**src/rtl/core/assert_macros.svh**
```systemverilog
// assertion helpers for the allocator top level
// no dependencies; included by the top level
`ifndef ASSERT_MACROS_SVH
`define ASSERT_MACROS_SVH

// checked only outside reset
`define SSFL_ASSERT(label, clk, rst, prop, msg) \
   label: assert property (@(posedge clk) disable iff (rst) prop) else $error(msg);

// checked at every edge, reset included
`define SSFL_ASSERT_ALWAYS(label, clk, prop, msg) \
   label: assert property (@(posedge clk) prop) else $error(msg);

`endif

```
**src/rtl/core/ssfl_pkg.sv**
```systemverilog
// types and constants of the size sorted free list allocator
// no dependencies; used by ssfl_cell and the top level
`timescale 1ns / 1ps
`default_nettype none
package ssfl_pkg;
   localparam int LIST_DEPTH_DEF = 64;
   localparam int ADDR_BITS_DEF = 32;
   localparam int FIELD_BITS = 32;
   localparam int LIMIT_BITS = 7;
   localparam int USED_BITS = 7;
   localparam logic [LIMIT_BITS-1:0] LIMIT_RESET = 7'd64;
   localparam int MIN_REMAINDER = 8;

   localparam logic [1:0] STATUS_OK = 2'd0;
   localparam logic [1:0] STATUS_FULL = 2'd1;
   localparam logic [1:0] STATUS_NO_FIT = 2'd2;

   localparam logic CMD_FREE = 1'b0;
   localparam logic CMD_ALLOC = 1'b1;

   typedef struct packed {
      logic insert;
      logic drop;
   } cell_ctl_type;
endpackage
`default_nettype wire

```
**src/rtl/core/ssfl_cell.sv**
```systemverilog
// one free-list entry: compares its size with the key, shifts up on insert
// and down on drop; depends on ssfl_pkg
`timescale 1ns / 1ps
`default_nettype none
module ssfl_cell
   import ssfl_pkg::*;
#(
   parameter int ADDR_BITS = ADDR_BITS_DEF,
   parameter int CNT_BITS = 7,
   parameter int IDX = 0
) (
   input  wire logic                 clock,
   input  wire cell_ctl_type         ctl,
   input  wire logic [CNT_BITS-1:0]  count,
   input  wire logic [ADDR_BITS-1:0] key,
   input  wire logic [ADDR_BITS-1:0] new_off,
   input  wire logic                 prev_mark,
   input  wire logic [ADDR_BITS-1:0] prev_off,
   input  wire logic [ADDR_BITS-1:0] prev_size,
   input  wire logic [ADDR_BITS-1:0] next_off,
   input  wire logic [ADDR_BITS-1:0] after_size,
   input  wire logic                 drop_here,
   output logic                      valid,
   output logic                      mark,
   output logic [ADDR_BITS-1:0]      off,
   output logic [ADDR_BITS-1:0]      size
);
   logic [ADDR_BITS-1:0] off_ff, off_in, size_ff, size_in;

   assign valid = count > CNT_BITS'(IDX);
   // at or after the first entry whose size reaches the key
   assign mark = !(valid && (size_ff < key));
   assign off = off_ff;
   assign size = size_ff;

   always_comb begin
      off_in = off_ff;
      size_in = size_ff;
      if (ctl.insert && mark) begin
         if (prev_mark) begin
            off_in = prev_off;
            size_in = prev_size;
         end else begin
            off_in = new_off;
            size_in = key;
         end
      end else if (ctl.drop && drop_here) begin
         off_in = next_off;
         size_in = after_size;
      end
   end

   always_ff @(posedge clock) begin
      off_ff <= off_in;
      size_ff <= size_in;
   end
endmodule
`default_nettype wire

```
**config.mk**
```make
export PLATFORM = sky130hd
export DESIGN_NAME = ssfl_cell
export DESIGN_NICKNAME = d
export VERILOG_FILES = /design/src/rtl/core/assert_macros.svh /design/src/rtl/core/ssfl_pkg.sv /design/src/rtl/core/ssfl_cell.sv
export SDC_FILE = /design/constraint.sdc
export NUM_CORES = 1
export LEC_CHECK = 0
export BUFFER_PORTS_ARGS = -buffer_cell sky130_fd_sc_hd__buf_2
export CAP_MARGIN = 10
export CORE_ASPECT_RATIO = 1.4
export CORE_MARGIN = 2
export CORE_UTILIZATION = 39
export CTS_BUF_LIST = sky130_fd_sc_hd__clkbuf_8 sky130_fd_sc_hd__clkbuf_16
export DETAILED_ROUTE_END_ITERATION = 10
export HOLD_SLACK_MARGIN = 0.08
export PLACE_DENSITY = 0.8
export SYNTH_ARGS = -nofsm -noshare
export SYNTH_HDL_FRONTEND = slang
export SYNTH_SLANG_ARGS = --single-unit
```
**constraint.sdc**
```tcl
create_clock -name clock -period 9.3 [get_ports clock]
set_clock_uncertainty 0.15 [all_clocks]
set_input_delay 0.465 -clock clock [delete_from_list [all_inputs] [get_ports clock]]
set_output_delay 0.465 -clock clock [all_outputs]
set_load 0.01 [all_outputs]
```
* Yosys cells after proc, flatten, opt, wreduce, memory -nomap -nowiden
Cells that the tools add are included.
Operators by class: add/sub/neg operators 0, $mul 0, div/mod/pow operators 0, order comparisons 2, eq/ne operators 0, shifts and indexed selects 0, multiplexer cells 6, bitwise gates (word level) 0, reduce and logical (&&, ||, !) cells 5
Operator list (number):
- $mux W32 | 6
- $lt A32 B32 Y1 | 1
- $gt A7 B1 Y1 const B | 1
- $logic_and A1 B1 Y1 | 3
- $reduce_bool A2 Y1 | 1
- $logic_not A1 Y1 | 1
Storage, ports and cells: flip-flop bits (word level) 64, bits in latches 0, RAM bits 0, ROM bits 0, input bits 204, output and inout port bits 66, logic and storage cells 15, memories 0

* Depth between registers and ports, before layout
Gate-level depths: netlist of the first run.
depth after elaboration 5, mapped depth 10, depth with buffers taken out 8

* Worst setup path after synthesis of the first run
OpenSTA, ideal clock, no wires.
path type input to register, start point input port key[18], end point register off_ff[0], in the netlist off[0] (enable), data arrival time 3200 ps, data required time 8461 ps, setup slack 5261 ps, cell stages on the path 10, buffers on the path 2, cells stage by stage inv_1 ha_1 and3_4 a221o_1 a22oi_1 nand3_1 a22oi_4 buf_8 buf_8 nand2_1
Between the ends: word-level cells in the longest chain between the ends 5
RTL lines:
- start: declaration | line ssfl_cell.sv:15 | input wire logic [ADDR_BITS-1:0] key,
- $lt A32 B32 Y1 | line ssfl_cell.sv:32 | assign mark = !(valid && (size_ff < key));
- $logic_and A1 B1 Y1 | line ssfl_cell.sv:32
- $logic_not A1 Y1 | line ssfl_cell.sv:32
- $logic_and A1 B1 Y1 | line ssfl_cell.sv:39 | if (ctl.insert && mark) begin
- $reduce_bool A2 Y1 (no source line)
- end signal: assignment | line ssfl_cell.sv:54 | off_ff <= off_in;
- end: declaration | line ssfl_cell.sv:28 | logic [ADDR_BITS-1:0] off_ff, off_in, size_ff, size_in;
Every way passes these cells. A chain may end at the register's enable or synchronous reset.

* Worst setup path in the final report of the first run
start point register size_ff[19], in the netlist size[19], end point register size_ff[8], in the netlist size[8] (data pin)
Between the ends: word-level cells in the longest chain between the ends 5
RTL lines:
- start: declaration | line ssfl_cell.sv:28
- start signal: assignment | line ssfl_cell.sv:55 | size_ff <= size_in;
- $lt A32 B32 Y1 | line ssfl_cell.sv:32
- $logic_and A1 B1 Y1 | line ssfl_cell.sv:32
- $logic_not A1 Y1 | line ssfl_cell.sv:32
- $logic_and A1 B1 Y1 | line ssfl_cell.sv:39
- $mux W32 | line ssfl_cell.sv:39
- named net size_in[8] | line ssfl_cell.sv:28
The timed path passes the listed nets, and every way through them passes these cells.

==> flow_metrics.py, run 1 <==
metrics = {
    "routing": {
        "viasPerCell": 4.958,
        "drc_errors": 0,
        "via_count": 3803,
        "drt_pass1_iterations": 6,
        "routed_wl_mm": 11.95,
        "antenna_left": 0,
        "drtIter0Drc": 106,
        "routedWlPerCell_um": 15.57,
    },
    "global_routing": {
        "grt.overflow.total": 0,
        "grt_pass1_vias": 3819,
        "antenna_found_initial": 0,
        "grt_max_degree": 96,
        "grtUsageTotal_pct": 19.28,
        "grt_pass1_wl_mm": 17.79,
    },
    "critical_path": {
        "worstSetupPathType": "flip-flop to flip-flop",
        "required_ns": 9.21,
        "crit_fanout": 64,
        "r2r_end": "size[8]",
        "arrival_ns": 3.37,
        "critPathLaunchType": "flip-flop",
        "regToRegSetupSlack_ns": 5.85,
        "cp-startpoint": "size[19]",
        "r2r_start": "size[19]",
        "end_kind": "flip-flop",
        "worstRegToRegCells": 8,
    },
    "clock_tree": {
        "cts_tree": "built",
        "clkTransAtPathRegs_ns": 0.05,
        "hold_buffers": 0,
        "cts_made_buffers": 9,
        "htreeDepth": 3,
        "cts_resized": 0,
        "post-cts-setup-buffers": 0,
        "cts.root.buffer_cell": "clkbuf_16",
        "numClockSinks": 64,
        "cts_buffer_depth": 2,
        "clock_latency_ns": 0.32,
    },
    "synthesis": {
        "syn_nets": 592,
        "synth.distinct_cells": 32,
        "syn_area_mm2": 0.004287,
        "synth-seq-area-share_pct": 44.83,
        "syn_avg_cell_area_um2": 12.01,
        "netlist_instances": 357,
        "synth-seq-cells": 64,
        "ys_warn_count": 0,
    },
    "sta": {
        "finalCritPeriodShare_pct": 37.14,
        "tns_ns": 0,
        "slew_viol_final": 0,
        "clock.fmax_mhz": 289.5,
        "finalHoldViolCount": 0,
        "post-route-min-period_ns": 3.454,
        "setup_viol": 0,
        "slew_headroom_pct": 37.51,
        "tightest_slew_ns": 0.9374,
        "rsz0062_at_grt": "false",
    },
    "die": {
        "core_area_mm2": 0.01075,
        "die_y_um": 128.0,
        "ios": 270,
        "die_w_um": 92.61,
        "fp.dieArea_mm2": 0.01186,
        "start_util_pct": 39.86,
        "num_rows": 45,
    },
    "worst_hold_path": {
        "hold_end": "off[27]",
        "hold_path_class": "input pin to flip-flop",
        "holdPathStages": 2,
        "worstHoldStart": "next_off[27]",
    },
    "pwr": {
        "peakVddDrop_v": 0.0001382,
        "finalPower_w": 0.0009669,
        "leakagePower_nw": 2.890,
        "power_density_mw_per_mm2": 161.8,
    },
    "finish": {
        "syn_to_final_growth_pct": 39.38,
        "area.sequential_mm2": 0.001922,
        "multi_input_area_mm2": 0.002088,
        "drive_gt1_share_pct": 52.72,
        "final_nets": 856,
        "fillers": 946,
        "diodes": 0,
    },
    "placed_design": {
        "io_buffers": 269,
        "gp_congestion": 0.8922,
        "post-dp-hpwl_mm": 9.358,
    },
    "flow_run": {
        "cap_violations": 0,
    },
    "status": {
        "status": "finished clean",
    },
}
cells in the mapped netlist (all sizes together):
| library cell | number | area, um^2 |
|---|---|---|
| a2111o | 1 | 11.26 |
| mux2 | 97 | 1092 |
| a311oi | 1 | 15.01 |
| a41o | 1 | 10.01 |
| clkbuf | 8 | 30.03 |
| nand3 | 3 | 15.01 |
| edfxtp | 64 | 1922 |
| buf | 10 | 128.9 |
| a221oi | 1 | 8.760 |
| ha | 31 | 387.9 |
| nor2 | 1 | 3.750 |
| nor4 | 3 | 25.02 |
| a221o | 1 | 10.01 |
| nor3 | 1 | 5.000 |
| a21o | 1 | 7.510 |
| a21boi | 1 | 7.510 |
| and4 | 1 | 8.760 |
| nand2 | 41 | 153.9 |
| nand2b | 3 | 18.77 |
| a22oi | 2 | 28.78 |
| o21ai | 37 | 185.2 |
| inv | 32 | 120.1 |
| a21oi | 11 | 55.05 |
| and3 | 1 | 11.26 |
| nand4 | 4 | 25.02 |
area by class of cell:
class	count	area share [%]
clock inverters	7	1.319
flip-flops and latches	64	32.17
multi-input cells	243	34.95
inverters	32	2.010
repair buffers	271	22.83
well taps	141	2.953
clock buffers	9	3.770
worst max path at each step:
stage / end / slack [ns] / depth (start not counted)
6_report: size[8] / 5.85 / 8
5_1_grt: off[14] / 5.67 / 8
4_1_cts: off[7] / 5.80 / 8
3_5_place_dp: off[13] / 5.65 / 10
3_3_place_gp: off[8] / 5.71 / 10
2_1_floorplan: off[0] / 5.26 / 10
cells in the final DEF (no fill, tap or decap), types with 2 or more instances in the layout:
| master | instances |
|---|---|
| clkbuf_16 | 9 |
| nor4_1 | 2 |
| mux2_1 | 54 |
| a21oi_1 | 11 |
| o21ai_0 | 36 |
| bufinv_16 | 2 |
| nand4_1 | 4 |
| nand2b_1 | 3 |
| nand2_1 | 40 |
| buf_4 | 3 |
| edfxtp_1 | 64 |
| buf_2 | 268 |
| inv_1 | 34 |
| clkinv_1 | 3 |
| ha_1 | 31 |
| nand3_1 | 3 |
| mux2_2 | 43 |
state kept, by name (all words and copies together), names as in the netlist:
name,flops
off,32
size,32
worst max-delay path, stage by stage, from the launching register on:
cell,delay [ns]
edfxtp_1,0.41
ha_1,0.31
and3_4,0.17
a221o_1,0.39
a22oi_1,0.17
nand3_1,0.17
a22oi_4,0.24
buf_4,0.70
mux2_2,0.42
report_power, final:
group / switching, W / internal (W)
clock: 0.000114 / 0.000230
sequential: 0.0000146 / 0.000367
combinational: 0.000125 / 0.000116
metrics by stage:
stage               hold WS, ns  setup WS (ns)  utilization, %  area, um^2  instances
finish                   0.2834          5.846           55.56        5974        767
global route             0.2784          5.674           55.56        5974        767
detailed placement       0.6061          5.645           52.73        5670        751
CTS                      0.2658          5.798           55.56        5974        767
floorplan                0.5189          5.261               -        4287        357
global placement         0.6016          5.708           52.73        5670        751
metal layers:
metal	vias up	share of wire, %	track usage, %
li1	1844	-	-
met1	1753	39	20.25
met2	185	52	36.28
met3	21	6.8	5.056
met4	0	2.4	7.375
met5	-	0	0
cells by family after synthesis:
logic type	Yosys count	share of synthesized area, %
AO/OA/AOI/OAI	57	7.910
adder cells (fa/ha/maj)	31	9.048
buffers and inverters	50	6.509
flip-flops	64	44.83
multiplexers	97	25.48
AND/OR/NAND/NOR	58	6.217
No activity file was read; power rests on OpenSTA's default activity.
==> inputs of run 2 (changes only) <==
- PLACE_DENSITY: 0.8 -> 0.83
- clock period: 9.3 -> 3.1 ns (I/O delays scaled with it)
==> flow_metrics.py, run 2 (same netlist as run 1, synthesis figures left out) <==
metrics = {
    "sta": {
        "rsz0062_at_grt": "false",
        "fin_worst_hold_slack_ns": 0.09150,
        "slew_headroom_pct": 35.44,
        "post-route-min-period_ns": 2.944,
        "finalCritPeriodShare_pct": 94.96,
        "setup_viol": 0,
        "tns_ns": 0,
        "slew_viol_final": 0,
        "clock.fmax_mhz": 339.7,
        "finalHoldViolCount": 0,
        "tightest_slew_ns": 0.9684,
    },
    "routing": {
        "antenna_left": 0,
        "drc_errors": 0,
        "via_count": 4203,
        "routedWlPerCell_um": 16.53,
        "drt_pass1_iterations": 4,
        "drtIter0Drc": 134,
        "viasPerCell": 4.998,
        "routed_wl_mm": 13.90,
    },
    "global_routing": {
        "grt_pass1_wl_mm": 21.22,
        "grt_pass1_vias": 4533,
        "antenna_found_initial": 0,
        "grtUsageTotal_pct": 23.13,
        "grt.overflow.total": 0,
        "grt_max_degree": 96,
    },
    "pwr": {
        "internal-power_w": 0.002043,
        "power_frac_comb_pct": 29.5,
        "peakVddDrop_v": 0.0002570,
        "p_switching_w": 0.0007792,
        "pwr-share-clk_pct": 30.0,
        "power_density_mw_per_mm2": 420.0,
        "leakagePower_nw": 3.198,
        "swShare_pct": 27.61,
        "seqPwrFrac_pct": 40.5,
    },
    "die": {
        "num_rows": 45,
        "start_util_pct": 39.86,
        "ios": 270,
        "core_area_mm2": 0.01075,
        "fp.dieArea_mm2": 0.01186,
        "die_w_um": 92.61,
        "die_y_um": 128.0,
    },
    "clock_tree": {
        "post-cts-setup-buffers": 0,
        "cts_buffer_depth": 2,
        "clock_latency_ns": 0.32,
        "numClockSinks": 64,
        "hold_buffers": 75,
        "cts_made_buffers": 9,
        "htreeDepth": 3,
        "cts_resized": 0,
        "cts_tree": "built",
        "cts.root.buffer_cell": "clkbuf_16",
        "clkTransAtPathRegs_ns": 0.05,
    },
    "placed_design": {
        "gp_congestion": 0.8311,
        "post-dp-hpwl_mm": 9.688,
        "io_buffers": 269,
    },
    "finish": {
        "diodes": 0,
        "syn_to_final_growth_pct": 56.77,
        "fillers": 825,
        "final_nets": 933,
        "layout_common_cells": "268 x buf_2, 75 x dlygate4sd3_1, 64 x edfxtp_1, 54 x mux2_1, 43 x mux2_2",
        "drive_gt1_share_pct": 47.29,
        "layout_commonest_cell": "buf_2",
    },
    "worst_hold_path": {
        "worstHoldStart": "prev_size[2]",
        "hold_path_class": "input pin to flip-flop",
        "holdPathStages": 4,
        "hold_end": "size[2]",
    },
    "critical_path": {
        "critPathLaunchType": "flip-flop",
        "regToRegSetupSlack_ns": 0.16,
        "r2r_end": "off[10]",
        "arrival_ns": 2.86,
        "worstSetupPathType": "flip-flop to flip-flop",
        "end_kind": "flip-flop",
        "crit_fanout": 35,
        "r2r_start": "size[18]",
        "worstRegToRegCells": 8,
        "required_ns": 3.01,
    },
    "flow_run": {
        "cap_violations": 0,
    },
    "status": {
        "status": "finished clean",
    },
}
## run 2: cell types whose count changed in the layout (fill, tap and decap cells not counted), sizes merged
cell / before / now
buf: 271 / 273
dlygate4sd3: 0 / 75
inv: 34 / 33
bufinv: 2 / 0
## run 2: layer usage
layer	GRT usage [%]	vias up	part of all wire, %
met5	0	-	0
met4	11.33	0	4.0
met3	5.879	49	7.1
met2	44.18	218	54
met1	22.76	1944	35
li1	-	1992	-
## run 2: layout make-up
type / count / area [um^2] / share of cell area [%]
Timing Repair Buffer: 348 / 2167 / 32.25
Inverter: 32 / 120.1 / 1.787
Sequential cell: 64 / 1922 / 28.60
Multi-Input combinational cell: 243 / 2093 / 31.15
Tap cell: 141 / 176.4 / 2.625
Clock inverter: 4 / 16.27 / 0.2420
Clock buffer: 9 / 225.2 / 3.351
## run 2: metrics by stage
step / instances / total power [W] / util (%) / area [um^2] / worst slack, ns
2_1_floorplan: 357 / 0.001593 / - / 4294 / 0.1418
3_3_place_gp: 753 / 0.001875 / 53.26 / 5728 / 0.1998
3_5_place_dp: 753 / 0.001906 / 53.26 / 5728 / 0.1724
4_1_cts: 841 / 0.002834 / 62.49 / 6720 / 0.1477
5_1_grt: 841 / 0.002953 / 62.49 / 6720 / 0.002971
6_report: 841 / 0.002822 / 62.49 / 6720 / 0.1563
## run 2: power groups by stage
stage,clock (W),sequential (W),combinational [W]
floorplan,0,0.00121,0.000384
global placement,0,0.00115,0.000724
detailed placement,0,0.00116,0.000749
CTS,0.000866,0.00114,0.000827
global route,0.000895,0.00115,0.000905
finish,0.000848,0.00114,0.000832
## run 2: how the worst max path moves through the flow
stage / from / to
final: size[18] / off[10]
after CTS: size[14] / size[30]
after global routing: size[14] / size[31]
after floorplan: size[18] / off[0]
after detailed placement: size[18] / size[22]
after global placement: size[18] / size[22]
## run 2: worst max-delay path, stage by stage (launching register included)
cell	delay [ns]
edfxtp_1	0.38
ha_1	0.30
and3_4	0.19
a221o_1	0.37
a22oi_1	0.17
nand3_1	0.17
a22oi_4	0.30
buf_12	0.26
mux2_1	0.37
